$ cat src/rtl/modexp_pkg.sv
// ----------------------------------------------------------------------------
// Modular exponentiation package
// Field widths, modulus, reduction constants and shared multiplier types.
// ----------------------------------------------------------------------------
package modexp_pkg;

    localparam int BASE_W   = 31;
    localparam int EXP_W    = 31;
    localparam int RES_W    = 30;
    localparam int EXP_BITS = 31;

    // Only the low EXP_BITS exponent bits take part
    localparam int EXP_USE = (EXP_BITS < EXP_W) ? EXP_BITS : EXP_W;
    localparam logic [EXP_W-1:0] EXP_MASK = EXP_W'((64'd1 << EXP_USE) - 64'd1);

    localparam logic [RES_W-1:0] MODULUS = 30'd1000000007;

    // Multiplier operands are at most 31 bits (the raw base), product below 2^62
    localparam int OPD_W    = 31;
    localparam int PROD_W   = 2 * OPD_W;
    // Barrett reduction: q = ((P >> SHIFT_LO) * MU) >> QX_W, MU = 2^62 / M
    localparam int SHIFT_LO = 29;
    localparam int QX_W     = PROD_W - SHIFT_LO;
    localparam int MU_W     = 33;
    localparam int EST_W    = QX_W + MU_W;
    localparam int Q_W      = EST_W - QX_W;
    localparam int QM_W     = Q_W + RES_W;
    // Remainder estimate stays below 3 * M, so 32 bits carry it exactly
    localparam int REM_W    = 32;

    localparam logic [63:0] MU_FULL = (64'd1 << (SHIFT_LO + QX_W)) / 64'(MODULUS);
    localparam logic [MU_W-1:0] MU = MU_FULL[MU_W-1:0];

    typedef logic [BASE_W-1:0] t_base;
    typedef logic [EXP_W-1:0]  t_exp;
    typedef logic [RES_W-1:0]  t_residue;
    typedef logic [OPD_W-1:0]  t_operand;

    typedef enum logic {
        DEST_ACC,
        DEST_RUN
    } t_dest;

    typedef struct packed {
        logic     valid;
        t_dest    dest;
        t_operand a;
        t_operand b;
    } t_mm_req;

    typedef struct packed {
        logic     valid;
        t_dest    dest;
        t_residue value;
    } t_mm_rsp;

endpackage

$ cat src/rtl/modexp_in_if.sv
// ----------------------------------------------------------------------------
// Modular exponentiation input channel
// Valid/ready stream carrying one base and exponent per item.
// ----------------------------------------------------------------------------
interface modexp_in_if;
    import modexp_pkg::*;

    logic  valid;
    logic  ready;
    t_base base;
    t_exp  exponent;

    modport source (output valid, output base, output exponent, input ready);
    modport sink   (input valid, input base, input exponent, output ready);
endinterface

$ cat src/rtl/modexp_out_if.sv
// ----------------------------------------------------------------------------
// Modular exponentiation output channel
// Valid/ready stream carrying one power_mod result per item.
// ----------------------------------------------------------------------------
interface modexp_out_if;
    import modexp_pkg::*;

    logic     valid;
    logic     ready;
    t_residue power_mod;

    modport source (output valid, output power_mod, input ready);
    modport sink   (input valid, input power_mod, output ready);
endinterface

$ cat src/rtl/modexp_mulmod.sv
// ----------------------------------------------------------------------------
// Modular multiplier
// Three-stage pipelined a * b mod 1000000007 with Barrett reduction; one
// request per cycle, the destination tag travels with the product.
// ----------------------------------------------------------------------------
module modexp_mulmod (
    input  logic                i_clk,
    input  logic                i_rst_n,
    input  modexp_pkg::t_mm_req i_req,
    output modexp_pkg::t_mm_rsp o_rsp
);
    import modexp_pkg::*;

    localparam logic [REM_W-1:0] MOD_X1 = REM_W'(64'(MODULUS));
    localparam logic [REM_W-1:0] MOD_X2 = REM_W'(64'(MODULUS) * 64'd2);

    logic              r_s1_valid, r_s2_valid, r_s3_valid;
    t_dest             r_s1_dest, r_s2_dest, r_s3_dest;
    logic [PROD_W-1:0] r_prod;
    logic [REM_W-1:0]  r_s2_lo;
    logic [EST_W-1:0]  r_s2_est;
    logic [REM_W-1:0]  r_s3_rem;

    logic [Q_W-1:0]    q;
    logic [QM_W-1:0]   qm;
    logic [REM_W-1:0]  n_rem;
    logic [REM_W-1:0]  rem_fix;

    always_ff @(posedge i_clk) begin
        if (!i_rst_n) begin
            r_s1_valid <= 1'b0;
            r_s2_valid <= 1'b0;
            r_s3_valid <= 1'b0;
        end else begin
            r_s1_valid <= i_req.valid;
            r_s2_valid <= r_s1_valid;
            r_s3_valid <= r_s2_valid;
        end
    end

    // quotient estimate is at most two below the true quotient
    assign q     = r_s2_est[EST_W-1 -: Q_W];
    assign qm    = QM_W'(q) * QM_W'(MODULUS);
    assign n_rem = r_s2_lo - qm[REM_W-1:0];

    always_ff @(posedge i_clk) begin
        r_s1_dest <= i_req.dest;
        r_prod    <= PROD_W'(i_req.a) * PROD_W'(i_req.b);
        r_s2_dest <= r_s1_dest;
        r_s2_lo   <= r_prod[REM_W-1:0];
        r_s2_est  <= EST_W'(r_prod[PROD_W-1:SHIFT_LO]) * EST_W'(MU);
        r_s3_dest <= r_s2_dest;
        r_s3_rem  <= n_rem;
    end

    // final correction: remainder below 3 * M
    always_comb begin
        if (r_s3_rem >= MOD_X2) begin
            rem_fix = r_s3_rem - MOD_X2;
        end else if (r_s3_rem >= MOD_X1) begin
            rem_fix = r_s3_rem - MOD_X1;
        end else begin
            rem_fix = r_s3_rem;
        end
    end

    assign o_rsp.valid = r_s3_valid;
    assign o_rsp.dest  = r_s3_dest;
    assign o_rsp.value = rem_fix[RES_W-1:0];

endmodule

$ cat src/rtl/modular_exponentiation.sv
// ----------------------------------------------------------------------------
// Modular exponentiation (base^exponent mod 1000000007), square-and-multiply
// Per exponent bit up to the highest set one: SQUARE, MULT, WAIT0, WAIT1, SHIFT
//   (none for a zero exponent); EMIT then waits for a free output register.
// One item at a time, on the 3-stage shared multiplier; the next is taken at LOAD.
// Synchronous active-low reset returns the sequencer to its load step.
// ----------------------------------------------------------------------------
module modular_exponentiation (
    input  logic         i_clk,
    input  logic         i_rst_n,
    modexp_in_if.sink    i_in,
    modexp_out_if.source o_out
);
    import modexp_pkg::*;

    localparam int PC_W = 3;

    localparam logic [PC_W-1:0] ST_LOAD   = 3'd0;
    localparam logic [PC_W-1:0] ST_SQUARE = 3'd1;
    localparam logic [PC_W-1:0] ST_MULT   = 3'd2;
    localparam logic [PC_W-1:0] ST_WAIT0  = 3'd3;
    localparam logic [PC_W-1:0] ST_WAIT1  = 3'd4;
    localparam logic [PC_W-1:0] ST_SHIFT  = 3'd5;
    localparam logic [PC_W-1:0] ST_EMIT   = 3'd6;

    typedef enum logic [1:0] {
        ISS_NONE,
        ISS_SQUARE,
        ISS_MULT_IF_BIT
    } t_issue;

    typedef enum logic [1:0] {
        BR_NEXT,
        BR_LOAD,
        BR_LOOP,
        BR_EMIT
    } t_branch;

    typedef struct packed {
        logic            load;
        t_issue          issue;
        logic            shift;
        logic            emit;
        t_branch         branch;
        logic [PC_W-1:0] target;
    } t_uword;

    function automatic t_uword ucode(input logic [PC_W-1:0] pc);
        t_uword w;
        w = '{load: 1'b0, issue: ISS_NONE, shift: 1'b0, emit: 1'b0,
              branch: BR_NEXT, target: ST_LOAD};
        case (pc)
            ST_LOAD: begin
                w.load   = 1'b1;
                w.branch = BR_LOAD;
                w.target = ST_EMIT;
            end
            ST_SQUARE: begin
                w.issue = ISS_SQUARE;
            end
            ST_MULT: begin
                w.issue = ISS_MULT_IF_BIT;
            end
            ST_WAIT0, ST_WAIT1: begin
                w.branch = BR_NEXT;
            end
            ST_SHIFT: begin
                w.shift  = 1'b1;
                w.branch = BR_LOOP;
                w.target = ST_SQUARE;
            end
            ST_EMIT: begin
                w.emit   = 1'b1;
                w.branch = BR_EMIT;
                w.target = ST_LOAD;
            end
            default: begin
                w.branch = BR_EMIT;
                w.target = ST_LOAD;
            end
        endcase
        return w;
    endfunction

    logic [PC_W-1:0] r_pc, n_pc;
    t_base           r_run;
    t_residue        r_acc;
    t_exp            r_exp;
    logic            r_out_valid;
    t_residue        r_out_data;

    t_uword  uw;
    t_mm_req mm_req;
    t_mm_rsp mm_rsp;
    logic    in_hs;
    logic    out_free;
    t_exp    load_exp;
    t_exp    exp_shifted;

    assign uw          = ucode(r_pc);
    assign in_hs       = i_in.valid & uw.load;
    assign out_free    = ~r_out_valid | o_out.ready;
    assign load_exp    = i_in.exponent & EXP_MASK;
    assign exp_shifted = r_exp >> 1;

    assign i_in.ready      = uw.load;
    assign o_out.valid     = r_out_valid;
    assign o_out.power_mod = r_out_data;

    // issue to the shared multiplier; both products use the pre-square base
    always_comb begin
        mm_req.valid = 1'b0;
        mm_req.dest  = DEST_RUN;
        mm_req.a     = r_run;
        mm_req.b     = r_run;
        case (uw.issue)
            ISS_SQUARE: begin
                mm_req.valid = 1'b1;
            end
            ISS_MULT_IF_BIT: begin
                mm_req.valid = r_exp[0];
                mm_req.dest  = DEST_ACC;
                mm_req.a     = OPD_W'(r_acc);
            end
            default: begin
                mm_req.valid = 1'b0;
            end
        endcase
    end

    modexp_mulmod u_mulmod (
        .i_clk   (i_clk),
        .i_rst_n (i_rst_n),
        .i_req   (mm_req),
        .o_rsp   (mm_rsp)
    );

    always_comb begin
        case (uw.branch)
            BR_NEXT: begin
                n_pc = r_pc + 3'd1;
            end
            BR_LOAD: begin
                if (!in_hs) begin
                    n_pc = r_pc;
                end else if (load_exp == '0) begin
                    n_pc = uw.target;
                end else begin
                    n_pc = r_pc + 3'd1;
                end
            end
            BR_LOOP: begin
                n_pc = (exp_shifted != '0) ? uw.target : r_pc + 3'd1;
            end
            BR_EMIT: begin
                n_pc = out_free ? uw.target : r_pc;
            end
            default: begin
                n_pc = ST_LOAD;
            end
        endcase
    end

    always_ff @(posedge i_clk) begin
        if (!i_rst_n) begin
            r_pc        <= ST_LOAD;
            r_out_valid <= 1'b0;
        end else begin
            r_pc <= n_pc;
            if (uw.emit && out_free) begin
                r_out_valid <= 1'b1;
            end else if (o_out.ready) begin
                r_out_valid <= 1'b0;
            end
        end
    end

    always_ff @(posedge i_clk) begin
        if (in_hs) begin
            r_run <= i_in.base;
            r_exp <= load_exp;
            r_acc <= RES_W'(1);
        end else begin
            if (uw.shift) begin
                r_exp <= exp_shifted;
            end
            if (mm_rsp.valid && mm_rsp.dest == DEST_RUN) begin
                r_run <= BASE_W'(mm_rsp.value);
            end
            if (mm_rsp.valid && mm_rsp.dest == DEST_ACC) begin
                r_acc <= mm_rsp.value;
            end
        end
        if (uw.emit && out_free) begin
            r_out_data <= r_acc;
        end
    end

endmodule

$ cat src/flat_wrapper.sv
// flat-port wrapper written by rule: the top's interface ports become plain ports
module modular_exponentiation_flat import modexp_pkg::*;
  (i_clk, i_rst_n, i_in_valid, i_in_base, i_in_exponent, i_in_ready, o_out_valid, o_out_power_mod, o_out_ready);
  modexp_in_if i_in_i ();
  modexp_out_if o_out_i ();
  input  logic i_clk;
  input  logic i_rst_n;
  input wire logic [$bits(i_in_i.valid)-1:0] i_in_valid;
  input wire logic [$bits(i_in_i.base)-1:0] i_in_base;
  input wire logic [$bits(i_in_i.exponent)-1:0] i_in_exponent;
  output wire logic [$bits(i_in_i.ready)-1:0] i_in_ready;
  output wire logic [$bits(o_out_i.valid)-1:0] o_out_valid;
  output wire logic [$bits(o_out_i.power_mod)-1:0] o_out_power_mod;
  input wire logic [$bits(o_out_i.ready)-1:0] o_out_ready;
  assign i_in_i.valid = i_in_valid;
  assign i_in_i.base = i_in_base;
  assign i_in_i.exponent = i_in_exponent;
  assign i_in_ready = i_in_i.ready;
  assign o_out_valid = o_out_i.valid;
  assign o_out_power_mod = o_out_i.power_mod;
  assign o_out_i.ready = o_out_ready;
  modular_exponentiation u_core (.i_clk(i_clk), .i_rst_n(i_rst_n), .i_in(i_in_i), .o_out(o_out_i));
endmodule
$ cat config.mk
export PLATFORM = sky130hd
export DESIGN_NAME = modular_exponentiation_flat
export DESIGN_NICKNAME = d
export VERILOG_FILES = /design/src/rtl/modexp_pkg.sv /design/src/rtl/modexp_in_if.sv /design/src/rtl/modexp_out_if.sv /design/src/rtl/modexp_mulmod.sv /design/src/rtl/modular_exponentiation.sv /design/src/flat_wrapper.sv
export SDC_FILE = /design/constraint.sdc
export NUM_CORES = 2
export LEC_CHECK = 0
export BUFFER_PORTS_ARGS = -buffer_cell sky130_fd_sc_hd__buf_2
export CORE_MARGIN = 10
export CORE_UTILIZATION = 32
export CTS_CLUSTER_DIAMETER = 50
export DETAILED_ROUTE_END_ITERATION = 7
export SYNTH_ARGS = -nofsm -noshare
export SYNTH_HDL_FRONTEND = slang
export SYNTH_SLANG_ARGS = --single-unit
$ cat constraint.sdc
create_clock -name i_clk -period 24.9 [get_ports i_clk]
set_clock_uncertainty 0.1 [all_clocks]
set_input_delay 4.98 -clock i_clk [delete_from_list [all_inputs] [get_ports i_clk]]
set_output_delay 4.98 -clock i_clk [all_outputs]
set_load 0.05 [all_outputs]
==> flow_metrics.py <==
metrics = {
    "cells_and_area": {
        "num-nets-final": 8917,
        "fill_cells": 20311,
        "drive_gt1_share_pct": 4.300,
        "fin_util_pct": 34.50,
        "area_growth_pct": 7.492,
    },
    "critical_path": {
        "r2r-end": "u_core.u_mulmod.r_prod[59]$_DFF_P_",
        "r2r.worst_path.cells": 28,
        "path_class": "reg2reg",
        "max_stage_delay_ns": 0.69,
        "critPathMaxFanout": 32,
        "end_kind": "flop",
        "cp-start-kind": "flop",
        "regToRegStartpoint": "u_core.r_pc[1]$_SDFFE_PN0P_",
        "cp.arrival_ns": 10.27,
        "critPathMostFrequentCell": "fa_1",
        "crit_required_ns": 25.32,
        "slowest_stage": "mux2_2",
        "rrSetupSlack_ns": 15.05,
    },
    "status": {
        "outcome": "completed",
    },
    "sta": {
        "final_hold_viol_count": 0,
        "fin_setup_tns_ns": 0,
        "worst_pin_slew_ns": 1.232,
        "max_slew_margin_pct": 17.90,
        "min_period_ns": 9.850,
        "hold_slack_ns": 0.2219,
        "rsz0062_at_grt": "false",
        "slew_violations": 0,
        "setup_viol": 0,
        "period_share_pct": 39.56,
        "clock.fmax_mhz": 101.5,
    },
    "logic_synthesis": {
        "synthTopCellsByCount": "inv_1 (1632), fa_1 (1364), ha_1 (849), nand2_1 (702), and2_1 (541)",
        "syn_area_mm2": 0.06474,
        "yosysWarnings": 0,
        "synthFlopType": "dfxtp_1",
        "synth_top_area_share_pct": 42.18,
        "async_reset_ff_share_pct": 0,
        "syn_area_per_cell_um2": 9.676,
        "synth_most_common_cell": "inv_1",
        "synth_top_family_by_area": "adder cells",
        "ys_ff_latch": 290,
        "synthMuxAreaShare_pct": 0.5682,
        "yosysTopAreaCell": "fa_1",
        "syn_inst": 6691,
        "synth_xor_area_share_pct": 2.530,
        "synth_area_leaders": "fa_1 (42%), ha_1 (16%), inv_1 (9.5%)",
        "synth_compound_area_share_pct": 5.143,
        "syn_nets": 8970,
        "yosys.area_share.simple_pct": 11.85,
        "synth_fa_ha_area_share_pct": 58.60,
        "synth.distinct_cells": 75,
        "yosysSeqAreaShare_pct": 10.39,
        "synth_edf_count": 92,
    },
    "clock_tree": {
        "hold_buffers": 0,
        "cts_resized": 0,
        "cts.sinks": 290,
        "clkLatencyLatePin_ns": 0.63,
        "htree_levels": 2,
        "clk_pin_slew_ns": 0.06,
        "cts_buffers": 44,
        "clk_path_buf_depth": 3,
        "root_buffer": "clkbuf_16",
        "post-cts-setup-buffer-count": 0,
        "cts_tree": "yes",
    },
    "die": {
        "die-area_mm2": 0.2207,
        "dieWidth_um": 469.8,
        "row_count": 165,
        "ios": 98,
        "initial_core_util_pct": 32.10,
        "die_h_um": 469.8,
        "core_mm2": 0.2017,
    },
    "routing": {
        "dr_total_vias": 44409,
        "wl_per_cell_um": 18.98,
        "drc": 0,
        "dr.pass1.iters": 5,
        "vias_per_cell": 4.751,
        "drtAntennaViolNets": 0,
        "drt-total-wl_um": 177400,
        "drtIter0Drc": 2628,
    },
    "hold_path": {
        "hold_start": "u_core.u_mulmod.r_prod[5]$_DFF_P_",
        "hold_path_class": "reg2reg",
        "min_to": "u_core.u_mulmod.r_s2_lo[5]$_DFF_P_",
        "whs_path_depth": 0,
    },
    "grt": {
        "grt_pass1_wl_um": 281500,
        "grt-ovfl-total": 0,
        "grt_pass1_vias": 48875,
        "grt_max_degree": 81,
        "antenna_found_initial": 6,
        "grt_usage_pct": 16.07,
    },
    "placed_design": {
        "portBuffers": 97,
        "hpwl_um": 148300,
        "gp_congestion": 0.9019,
    },
    "job": {
        "drv_cap": 0,
    },
}
==> layout make-up <==
type	count	area (µm²)	area share, %
flip-flops and latches	290	6726	9.665
inverters	1632	6126	8.802
clock buffers	48	1169	1.679
repair buffers	147	860.8	1.237
diodes	1	2.502	0.003596
well taps	2672	3343	4.804
clock inverters	34	410.4	0.5897
multi-input cells	4523	50960	73.22
==> cell families after synthesis <==
logic type / Yosys count
flip-flops: 290
AO/OA/AOI/OAI: 526
AND/OR/NAND/NOR: 1563
buffers and inverters: 1878
multiplexers: 33
adder cells (fa/ha/maj): 2214
XOR/XNOR: 187
==> sequential cells by signal, indices dropped and copies added, names as in the netlist, 30 cells and up <==
| register | flops |
|---|---|
| u_core.r_exp | 31 |
| u_core.u_mulmod.r_s3_rem | 32 |
| u_core.o_out.power_mod | 30 |
| u_core.r_acc | 30 |
| u_core.u_mulmod.r_s2_est | 33 |
| u_core.r_run | 31 |
| u_core.u_mulmod.r_s2_lo | 31 |
| u_core.u_mulmod.r_prod | 62 |
==> critical path: cells and delay by family (launching register included) <==
family | cells | cell delay (ns)
AOI/OAI and AO/OA | 5 | 1.64
buffers and inverters | 5 | 0.67
muxes | 1 | 0.69
DFF | 1 | 0.42
xor gates and xnor gates | 1 | 0.16
and+or+nand+nor | 5 | 1.28
adders and majority gates | 11 | 4.73
==> worst max path at each step <==
stage	from	slack (ns)	endpoint
after floorplan	u_core.r_pc[1]$_SDFFE_PN0P_	16.07	u_core.u_mulmod.r_prod[59]$_DFF_P_
after global placement	u_core.r_pc[1]$_SDFFE_PN0P_	15.27	u_core.u_mulmod.r_prod[59]$_DFF_P_
after detailed placement	u_core.r_pc[1]$_SDFFE_PN0P_	15.08	u_core.u_mulmod.r_prod[61]$_DFF_P_
after CTS	u_core.r_pc[1]$_SDFFE_PN0P_	15.02	u_core.u_mulmod.r_prod[59]$_DFF_P_
after global routing	u_core.r_pc[1]$_SDFFE_PN0P_	14.55	u_core.u_mulmod.r_prod[61]$_DFF_P_
final	u_core.r_pc[1]$_SDFFE_PN0P_	15.05	u_core.u_mulmod.r_prod[59]$_DFF_P_
==> routing by layer <==
layer / track usage, % / vias up / wire, µm / share of wire (%)
met5: 0 / - / 9 / 0.0051
met4: 3.660 / 2 / 3905 / 2.2
met3: 2.899 / 202 / 12030 / 6.8
met2: 26.53 / 1317 / 82310 / 46
met1: 21.89 / 22835 / 79150 / 45
li1: - / 20053 / - / -
==> cell usage in the layout (no fill, tap or decap), types with 16 or more instances in the layout <==
master,instances
o21a_1,28
o21bai_1,20
and2_1,540
nor3_1,42
nand2b_1,22
a31oi_1,20
dfxtp_1,198
o21ai_0,96
inv_1,1632
clkbuf_16,46
buf_2,97
nand3_1,32
mux2_2,30
a21oi_1,181
a211oi_1,16
nand2_1,701
nor2_1,118
ha_1,849
buf_4,50
nand4_1,20
o211ai_1,23
xnor2_1,135
and3_1,18
fa_1,1364
nor4_1,21
a21o_1,64
edfxtp_1,92
xor2_1,52
==> stage by stage <==
stage | area, µm² | std cells | setup WS [ns]
finish | 69590 | 9347 | 15.05
global route | 69590 | 9346 | 14.55
CTS | 69590 | 9346 | 15.02
detailed placement | 68010 | 9264 | 15.08
global placement | 68010 | 9264 | 15.27
floorplan | 64740 | 6691 | 16.07
Power is not shown: default switching activity piles up to over one toggle a cycle in this logic, so the estimate is an artifact.
